===== src/mrmcs_pkg.sv =====
// ----------------------------------------------------------------------------
// mrmcs_pkg: shared definitions for the row-max / column-min sum block
// Widths, register indexes and the output saturation helper.
// ----------------------------------------------------------------------------
package mrmcs_pkg;

	localparam int MAX_DIM   = 128;
	localparam int ELEM_W    = 16;
	localparam int IDX_W     = $clog2(MAX_DIM);
	localparam int CNT_W     = IDX_W + 1;
	localparam int SUM_W     = ELEM_W + IDX_W + 1;
	localparam int CFG_W     = 8;
	localparam int CFG_IDX_W = 2;
	localparam int OUT_SUM_W = 23;
	localparam int OUT_IDX_W = 7;

	localparam logic [CFG_IDX_W-1:0] REG_ROW_COUNT    = CFG_IDX_W'(0);
	localparam logic [CFG_IDX_W-1:0] REG_COLUMN_COUNT = CFG_IDX_W'(1);

	typedef logic signed [SUM_W-1:0]     sum_t;
	typedef logic signed [OUT_SUM_W-1:0] out_sum_t;
	typedef logic [IDX_W-1:0]            idx_t;
	typedef logic [CNT_W-1:0]            cnt_t;

	// Counts of zero act as one, counts above the array size act as the array size.
	function automatic cnt_t clamp_count(logic [CFG_W-1:0] v);
		cnt_t r;
		if (v == '0) begin
			r = cnt_t'(1);
		end else if (32'(v) > MAX_DIM) begin
			r = cnt_t'(MAX_DIM);
		end else begin
			r = cnt_t'(v);
		end
		return r;
	endfunction

	// Clip a running sum to the output field range.
	function automatic out_sum_t sat_sum(sum_t s);
		logic signed [63:0] w;
		logic signed [63:0] hi;
		logic signed [63:0] lo;
		w  = 64'(s);
		hi = (64'sd1 <<< (OUT_SUM_W - 1)) - 64'sd1;
		lo = -hi - 64'sd1;
		if (w > hi) begin
			w = hi;
		end else if (w < lo) begin
			w = lo;
		end
		return out_sum_t'(w);
	endfunction

endpackage


===== src/mrmcs_ram.sv =====
// ----------------------------------------------------------------------------
// mrmcs_ram: generic single-write, single-read synchronous RAM
// Read data is registered and updates only on a read enable.
// ----------------------------------------------------------------------------
module mrmcs_ram #(
	parameter int WIDTH = 8,
	parameter int DEPTH = 16
) (
	input  logic                     clk,
	input  logic                     we,
	input  logic [$clog2(DEPTH)-1:0] waddr,
	input  logic [WIDTH-1:0]         wdata,
	input  logic                     re,
	input  logic [$clog2(DEPTH)-1:0] raddr,
	output logic [WIDTH-1:0]         rdata
);

	logic [WIDTH-1:0] mem [DEPTH];

	always_ff @(posedge clk) begin
		if (we) begin
			mem[waddr] <= wdata;
		end
		if (re) begin
			rdata <= mem[raddr];
		end
	end

endmodule


===== src/matrix_row_max_col_min_sums.sv =====
// ----------------------------------------------------------------------------
// matrix_row_max_col_min_sums: largest row sum and smallest column sum
// Streams a matrix in row-major order and reports, after its last element,
// the first row with the largest sum and the first column with the smallest.
// ----------------------------------------------------------------------------
//
//  Channel   Handshake              Payload
//  -------   ---------------------  ---------------------------------------
//  input     in_valid / in_ready    element_value
//  output    out_valid / out_ready  max_row_sum, max_row_index,
//                                   min_column_sum, min_column_index
//  config    cfg_we (no wait)       cfg_index, cfg_data
//
// One element beat is taken every cycle while in_ready is high. The column
// sums live in one RAM with a registered read; the updated sum is written
// back from stage 1, and a forwarding register covers a one-column matrix.
// A result is registered when the last element of its matrix leaves stage 1.
// The input stalls only while a result waits in the output register, the
// next result is ready behind it and out_ready is low. Reset is immediate.
//
module matrix_row_max_col_min_sums
	import mrmcs_pkg::*;
(
	input  logic                        clk,
	input  logic                        arst_n,
	input  logic                        cfg_we,
	input  logic [CFG_IDX_W-1:0]        cfg_index,
	input  logic [CFG_W-1:0]            cfg_data,
	input  logic                        in_valid,
	output logic                        in_ready,
	input  logic signed [ELEM_W-1:0]    element_value,
	output logic                        out_valid,
	input  logic                        out_ready,
	output logic signed [OUT_SUM_W-1:0] max_row_sum,
	output logic [OUT_IDX_W-1:0]        max_row_index,
	output logic signed [OUT_SUM_W-1:0] min_column_sum,
	output logic [OUT_IDX_W-1:0]        min_column_index
);

	// Configuration and element position.
	cnt_t row_count_q;
	cnt_t col_count_q;
	idx_t row_pos_q;
	idx_t col_pos_q;

	// Stage 1: element waiting for its column sum from the RAM.
	logic                     valid_s1;
	logic signed [ELEM_W-1:0] elem_s1;
	idx_t                     col_s1;
	idx_t                     row_s1;
	logic                     last_col_s1;
	logic                     last_row_s1;

	// Write-back forwarding.
	logic fwd_valid_q;
	idx_t fwd_addr_q;
	sum_t fwd_data_q;

	// Running and best values.
	sum_t row_acc_q;
	sum_t best_row_q;
	idx_t best_row_idx_q;
	sum_t best_col_q;
	idx_t best_col_idx_q;

	logic out_valid_q;

	logic accept;
	logic last_col0;
	logic last_row0;
	logic s1_stall;
	logic s1_fire;
	logic s1_done;
	sum_t ram_rdata;
	sum_t col_prev;
	sum_t elem_ext;
	sum_t col_sum;
	sum_t acc_sum;
	logic col_better;
	logic row_better;
	sum_t best_col_n;
	idx_t best_col_idx_n;
	sum_t best_row_n;
	idx_t best_row_idx_n;

	assign accept    = in_valid && in_ready;
	assign last_col0 = (cnt_t'(col_pos_q) + cnt_t'(1)) >= col_count_q;
	assign last_row0 = (cnt_t'(row_pos_q) + cnt_t'(1)) >= row_count_q;

	// A matrix-closing element must find room in the output register.
	assign s1_done  = last_col_s1 && last_row_s1;
	assign s1_stall = valid_s1 && s1_done && out_valid_q && !out_ready;
	assign s1_fire  = valid_s1 && !s1_stall;
	assign in_ready = !s1_stall;

	mrmcs_ram #(
		.WIDTH(SUM_W),
		.DEPTH(MAX_DIM)
	) u_col_ram (
		.clk  (clk),
		.we   (s1_fire),
		.waddr(col_s1),
		.wdata(col_sum),
		.re   (accept),
		.raddr(col_pos_q),
		.rdata(ram_rdata)
	);

	// The RAM returns the old word when the previous element wrote the same
	// column at the read edge, so take the forwarded value instead.
	always_comb begin
		col_prev = (fwd_valid_q && fwd_addr_q == col_s1) ? fwd_data_q : ram_rdata;
		elem_ext = SUM_W'(elem_s1);
		col_sum  = (row_s1 == '0) ? elem_ext : col_prev + elem_ext;
		acc_sum  = row_acc_q + elem_ext;

		col_better     = last_row_s1 && (col_s1 == '0 || col_sum < best_col_q);
		best_col_n     = col_better ? col_sum : best_col_q;
		best_col_idx_n = col_better ? col_s1 : best_col_idx_q;

		row_better     = last_col_s1 && (row_s1 == '0 || acc_sum > best_row_q);
		best_row_n     = row_better ? acc_sum : best_row_q;
		best_row_idx_n = row_better ? row_s1 : best_row_idx_q;
	end

	always_ff @(posedge clk or negedge arst_n) begin
		if (!arst_n) begin
			row_count_q    <= cnt_t'(1);
			col_count_q    <= cnt_t'(1);
			row_pos_q      <= '0;
			col_pos_q      <= '0;
			valid_s1       <= 1'b0;
			fwd_valid_q    <= 1'b0;
			row_acc_q      <= '0;
			best_row_q     <= '0;
			best_row_idx_q <= '0;
			best_col_q     <= '0;
			best_col_idx_q <= '0;
			out_valid_q    <= 1'b0;
		end else begin
			if (!s1_stall) begin
				valid_s1 <= accept;
			end

			// Element position advances as each beat is taken.
			if (accept) begin
				if (last_col0) begin
					col_pos_q <= '0;
					row_pos_q <= last_row0 ? '0 : row_pos_q + idx_t'(1);
				end else begin
					col_pos_q <= col_pos_q + idx_t'(1);
				end
			end

			if (s1_fire) begin
				fwd_valid_q    <= 1'b1;
				row_acc_q      <= last_col_s1 ? '0 : acc_sum;
				best_row_q     <= s1_done ? '0 : best_row_n;
				best_row_idx_q <= s1_done ? '0 : best_row_idx_n;
				best_col_q     <= s1_done ? '0 : best_col_n;
				best_col_idx_q <= s1_done ? '0 : best_col_idx_n;
			end

			if (s1_fire && s1_done) begin
				out_valid_q <= 1'b1;
			end else if (out_ready) begin
				out_valid_q <= 1'b0;
			end

			// A register write restarts the matrix.
			if (cfg_we && (cfg_index == REG_ROW_COUNT || cfg_index == REG_COLUMN_COUNT)) begin
				if (cfg_index == REG_ROW_COUNT) begin
					row_count_q <= clamp_count(cfg_data);
				end else begin
					col_count_q <= clamp_count(cfg_data);
				end
				row_pos_q      <= '0;
				col_pos_q      <= '0;
				row_acc_q      <= '0;
				best_row_q     <= '0;
				best_row_idx_q <= '0;
				best_col_q     <= '0;
				best_col_idx_q <= '0;
			end
		end
	end

	// Stage payload and forwarding data need no reset.
	always_ff @(posedge clk) begin
		if (accept && !s1_stall) begin
			elem_s1     <= element_value;
			col_s1      <= col_pos_q;
			row_s1      <= row_pos_q;
			last_col_s1 <= last_col0;
			last_row_s1 <= last_row0;
		end
		if (s1_fire) begin
			fwd_addr_q <= col_s1;
			fwd_data_q <= col_sum;
		end
		if (s1_fire && s1_done) begin
			max_row_sum      <= sat_sum(best_row_n);
			max_row_index    <= OUT_IDX_W'(best_row_idx_n);
			min_column_sum   <= sat_sum(best_col_n);
			min_column_index <= OUT_IDX_W'(best_col_idx_n);
		end
	end

	assign out_valid = out_valid_q;

`ifndef SYNTHESIS
	a_pos_in_range: assert property (@(posedge clk) disable iff (!arst_n)
		(cnt_t'(row_pos_q) < row_count_q) && (cnt_t'(col_pos_q) < col_count_q))
		else $error("element position beyond the configured matrix size");

	a_stall_cause: assert property (@(posedge clk) disable iff (!arst_n)
		!in_ready |-> (valid_s1 && last_col_s1 && last_row_s1 && out_valid_q))
		else $error("input stalled without a pending result");

	a_result_source: assert property (@(posedge clk) disable iff (!arst_n)
		$rose(out_valid_q) |-> $past(valid_s1 && last_col_s1 && last_row_s1))
		else $error("result raised without a matrix-closing element");
`endif

endmodule

===== config.mk =====
export PLATFORM = sky130hd
export DESIGN_NAME = matrix_row_max_col_min_sums
export DESIGN_NICKNAME = d
export VERILOG_FILES = /design/src/mrmcs_pkg.sv /design/src/mrmcs_ram.sv /design/src/matrix_row_max_col_min_sums.sv
export SDC_FILE = /design/constraint.sdc
export NUM_CORES = 2
export LEC_CHECK = 0
export ABC_CLOCK_PERIOD_IN_PS = 26900
export BUFFER_PORTS_ARGS = -buffer_cell sky130_fd_sc_hd__buf_4
export CAP_MARGIN = 20
export CELL_PAD_IN_SITES_DETAIL_PLACEMENT = 1
export CELL_PAD_IN_SITES_GLOBAL_PLACEMENT = 2
export CORE_MARGIN = 3
export CORE_UTILIZATION = 33
export CTS_BUF_LIST = sky130_fd_sc_hd__clkbuf_2 sky130_fd_sc_hd__clkbuf_4 sky130_fd_sc_hd__clkbuf_8
export DETAILED_ROUTE_END_ITERATION = 10
export PLACE_DENSITY = 0.63
export RECOVER_POWER = 50
export SLEW_MARGIN = 15
export SYNTH_ARGS = -nofsm -noshare
export SYNTH_HDL_FRONTEND = slang
export SYNTH_HIERARCHICAL = 1
export SYNTH_SLANG_ARGS = --single-unit

===== constraint.sdc =====
create_clock -name clk -period 26.9 [get_ports clk]
set_input_delay 4.035 -clock clk [delete_from_list [all_inputs] [get_ports clk]]
set_output_delay 4.035 -clock clk [all_outputs]
set_load 0.02 [all_outputs]

==> key figures <==
Yosys
  • Syn Std Cell Area: 132000 µm²
  • Avg Synthesized Cell Area: 22.4 µm²
  • Post-synth EDFFs: 3219
  • Fraction of registers with async set/reset: 3.57%
  • Register bit count reported by yosys: 3338
  • Unique masters post-synth: 75
  • Yosys top cell by area: edfxtp_1
  • Syn Nets: 6032
  • Top FF cell, synth: edfxtp_1
  • Synth area leaders: edfxtp_1, mux4_2, dfrtp_1, ha_1, nor2_1
  • Post-Synthesis Cells: 5887
  • Yosys Warn Count: 6
  • Synth top area share: 73.3%
  • Post-synthesis sequential area ratio: 75.6%

STA
  • Fin Clk Skew: 0.0746 ns
  • Measured slew at the worst slew-check pin: 4.43 ns
  • Count of final hold-check violations: 0
  • F_max: 0.0897 GHz
  • Unrepaired setup endpoints after global routing: no
  • Period minus WS final: 11.15 ns
  • Fin. max-slew vios: 3815
  • Max_slew headroom: -195%
  • Hold WS: 0.476 ns
  • Setup_tns: 0 ns
  • Final Setup Violations: 0
  • Final worst path period share: 41.5%

Worst hold path
  • Worst min-delay path class: reg2reg
  • Hold path depth: 0

Layout
  • Most common cell after layout, fill and taps aside: edfxtp_1
  • Most frequent cells in the layout: edfxtp_1, mux4_2, clkbuf_8, clkbuf_4, clkbuf_1
  • Share of layout cells above drive strength 1: 32.1%
  • Fin cells: 12.1k
  • Final net count: 6570
  • Area Growth Syn to Fin: 14.1%

Setup path
  • Worst setup EP type: flip-flop
  • Critical Path Fanout Max: 81
  • Reg2Reg Depth: 15
  • Startpoint types: flip-flop
  • Most numerous cell on the critical path: clkbuf_1
  • Critical Path, Cell by Cell: clkbuf_1 -> xnor2_1 -> nand4_1 -> nor2_2 -> clkbuf_1 -> mux2_2 -> ha_1 -> fa_1 -> a21o_1 -> a21oi_1 -> xnor2_1 -> nor2_1 -> nor2_4 -> clkbuf_1 -> clkbuf_1
  • Crit path largest cell delay: 3.17 ns
  • CP Data Arrival Time: 11.44 ns
  • Setup CP Type: reg2reg
  • Crit path required time: 27.18 ns
  • Worst path slowest cell: clkbuf_1

Clock network
  • Cts bufs inserted: 547
  • Worst-Skew Late Latency: 1.17 ns
  • Resize count post-CTS: 0
  • Clk slew on worst S/H paths: 0.06 ns
  • Setup bufs post-CTS: 0
  • Hold Buf Count CTS: 0
  • Clock Path Buffers: 4
  • Root buf cell: clkbuf_8
  • Clk sink count: 3338
  • CTS tree: done
  • H-Tree Depth: 6

Status
  • Failing checks: capacitance limit, slew limit
  • Status: finished with violations

Route
  • Residual DRC: 0
  • Drt first pass iters: 7
  • Detail Route Antenna Nets: 0
  • Via/cell ratio: 5.35
  • Wire length per cell: 30.3 µm
  • Initial DRC count: 6383
  • WL final: 366000 µm
  • Via count: 64.7k

GRT
  • Grt total ovfl: 0
  • Initial antenna violation count: 33
  • Vias in the first global route: 68.1k
  • Largest net degree at the start of global routing: 129
  • GRT Resource Usage Total: 17.7%
  • First-pass GRT wire length: 519000 µm

Die
  • Top Ports: 93
  • Die area: 407000 µm²
  • Num rows: 231
  • Initial Util: 33.2%
  • Die width: 638 µm
  • Die Y: 638 µm
  • CORE AREA: 397000 µm²

Place
  • GP Congestion: 0.798
  • Detailed Place HPWL: 210000 µm
  • Cells after DPL: 11.1k
  • PortBufs: 92

Run
  • Max-cap violations: 89

Power
  • LEAKAGE: 45.8 nW
  • Peak supply drop: 135 µV
  • Power share of the combinational group: 29.3%
  • Internal power: 11.2 mW
  • Switching share of power: 33.1%
  • PD cells: 111 nW/µm²
  • Part of the power in registers: 45.1%
  • Power share of the clock group: 25.6%
  • NetSw: 5.52 mW
==> power groups by stage <==
| stage | Sequential (mW) | Clock [mW] | Combinational (mW) |
|---|---|---|---|
| finish | 7.53 | 4.27 | 4.90 |
| global route | 7.57 | 4.62 | 5.30 |
| CTS | 7.37 | 4.39 | 5.06 |
| detailed placement | 7.48 | 0 | 5.06 |
| global placement | 7.47 | 0 | 4.90 |
| floorplan | 7.70 | 0 | 2.91 |
==> metal layers <==
metal  up-vias  global-route usage [%]  wire [µm]  part of all wire, %
met5         -                       0          7               0.0019
met4         2                    4.82      10700                  2.9
met3       553                    2.70      22300                  6.1
met2      2283                    28.8     176000                   48
met1     35800                    24.9     157000                   43
li1      26100                       -          -                    -
==> per-stage QoR <==
stage               instance area (µm²)  utilization [%]  worst slack (ns)  power (mW)
finish                           150000             37.9             15.75        16.7
global route                     150000             37.9             14.67        17.5
CTS                              151000             38.0             18.13        16.8
detailed placement               141000             35.4             18.13        12.5
global placement                 140000             35.4             18.14        12.4
floorplan                        132000                -             14.68        10.6
==> critical path: cells and delay by family (launching register included) <==
family,cells,cell delay [ns]
muxes,1,0.44
adders and majority gates,2,0.66
and+or+nand+nor,4,0.50
AOI/OAI and AO/OA,2,0.37
xor gates and xnor gates,2,0.37
buffers and inverters,4,7.43
DFF,1,0.32
==> state kept, by name (all words and copies together) (netlist names), 16 cells and up <==
signal,flops
u_col_ram/mem,3072
min_column_sum,23
row_acc_q,24
best_row_q,24
best_col_q,24
elem_s1,16
u_col_ram/rdata,24
max_row_sum,23
fwd_data_q,24
==> final timing paths <==
| kind | endpoint | startpoint | slack, ns |
|---|---|---|---|
| max | u_col_ram/mem[76][4] | col_s1[0] | 15.75 |
| min reg2reg | row_s1[5] | row_pos_q[5] | 0.48 |
| max reg2reg | u_col_ram/mem[76][4] | col_s1[0] | 15.75 |
| min | row_s1[5] | row_pos_q[5] | 0.48 |
| max in group asynchronous | best_col_q[8] | arst_n | 17.64 |
| min in group asynchronous | best_row_q[5] | arst_n | 3.99 |
==> synth_stat cells, types with 16 or more instances <==
cell type  instances
a31oi_1           27
o21ai_0           79
nor3_1            22
mux2_2            67
clkbuf_1         192
a22o_1            79
o22ai_1           21
buf_2             64
inv_1             98
nand2b_1          17
nand4_1           16
xnor2_1           43
maj3_1            26
nor2_1           219
edfxtp_1        3219
ha_1             112
a21oi_1           89
mux4_2          1008
dfrtp_1          117
nand3_1           38
nand2_1          114
a21o_1            24
buf_1             31
==> area by class of cell <==
type                    instances  area, µm²
diodes                         18       45.0
clock buffers                 732       8980
clock inverters               224       1360
fillers                     38100     246000
inverters                      99        375
multi-input cells            2160      31500
flip-flops and latches       3338      99700
well taps                    5242       6560
repair buffers                279       1920
==> logic make-up after synthesis <==
logic type                 after synthesis  share of synthesized area [%]
muxes                                 1079                           17.8
and+or+nand+nor                        468                           1.55
adders and majority gates              145                           1.33
xor gates and xnor gates                59                          0.406
AOI/OAI and AO/OA                      409                           2.09
buffers and inverters                  389                           1.18
DFF                                   3338                           75.6
Note: power is estimated with default switching activity, not from simulation.
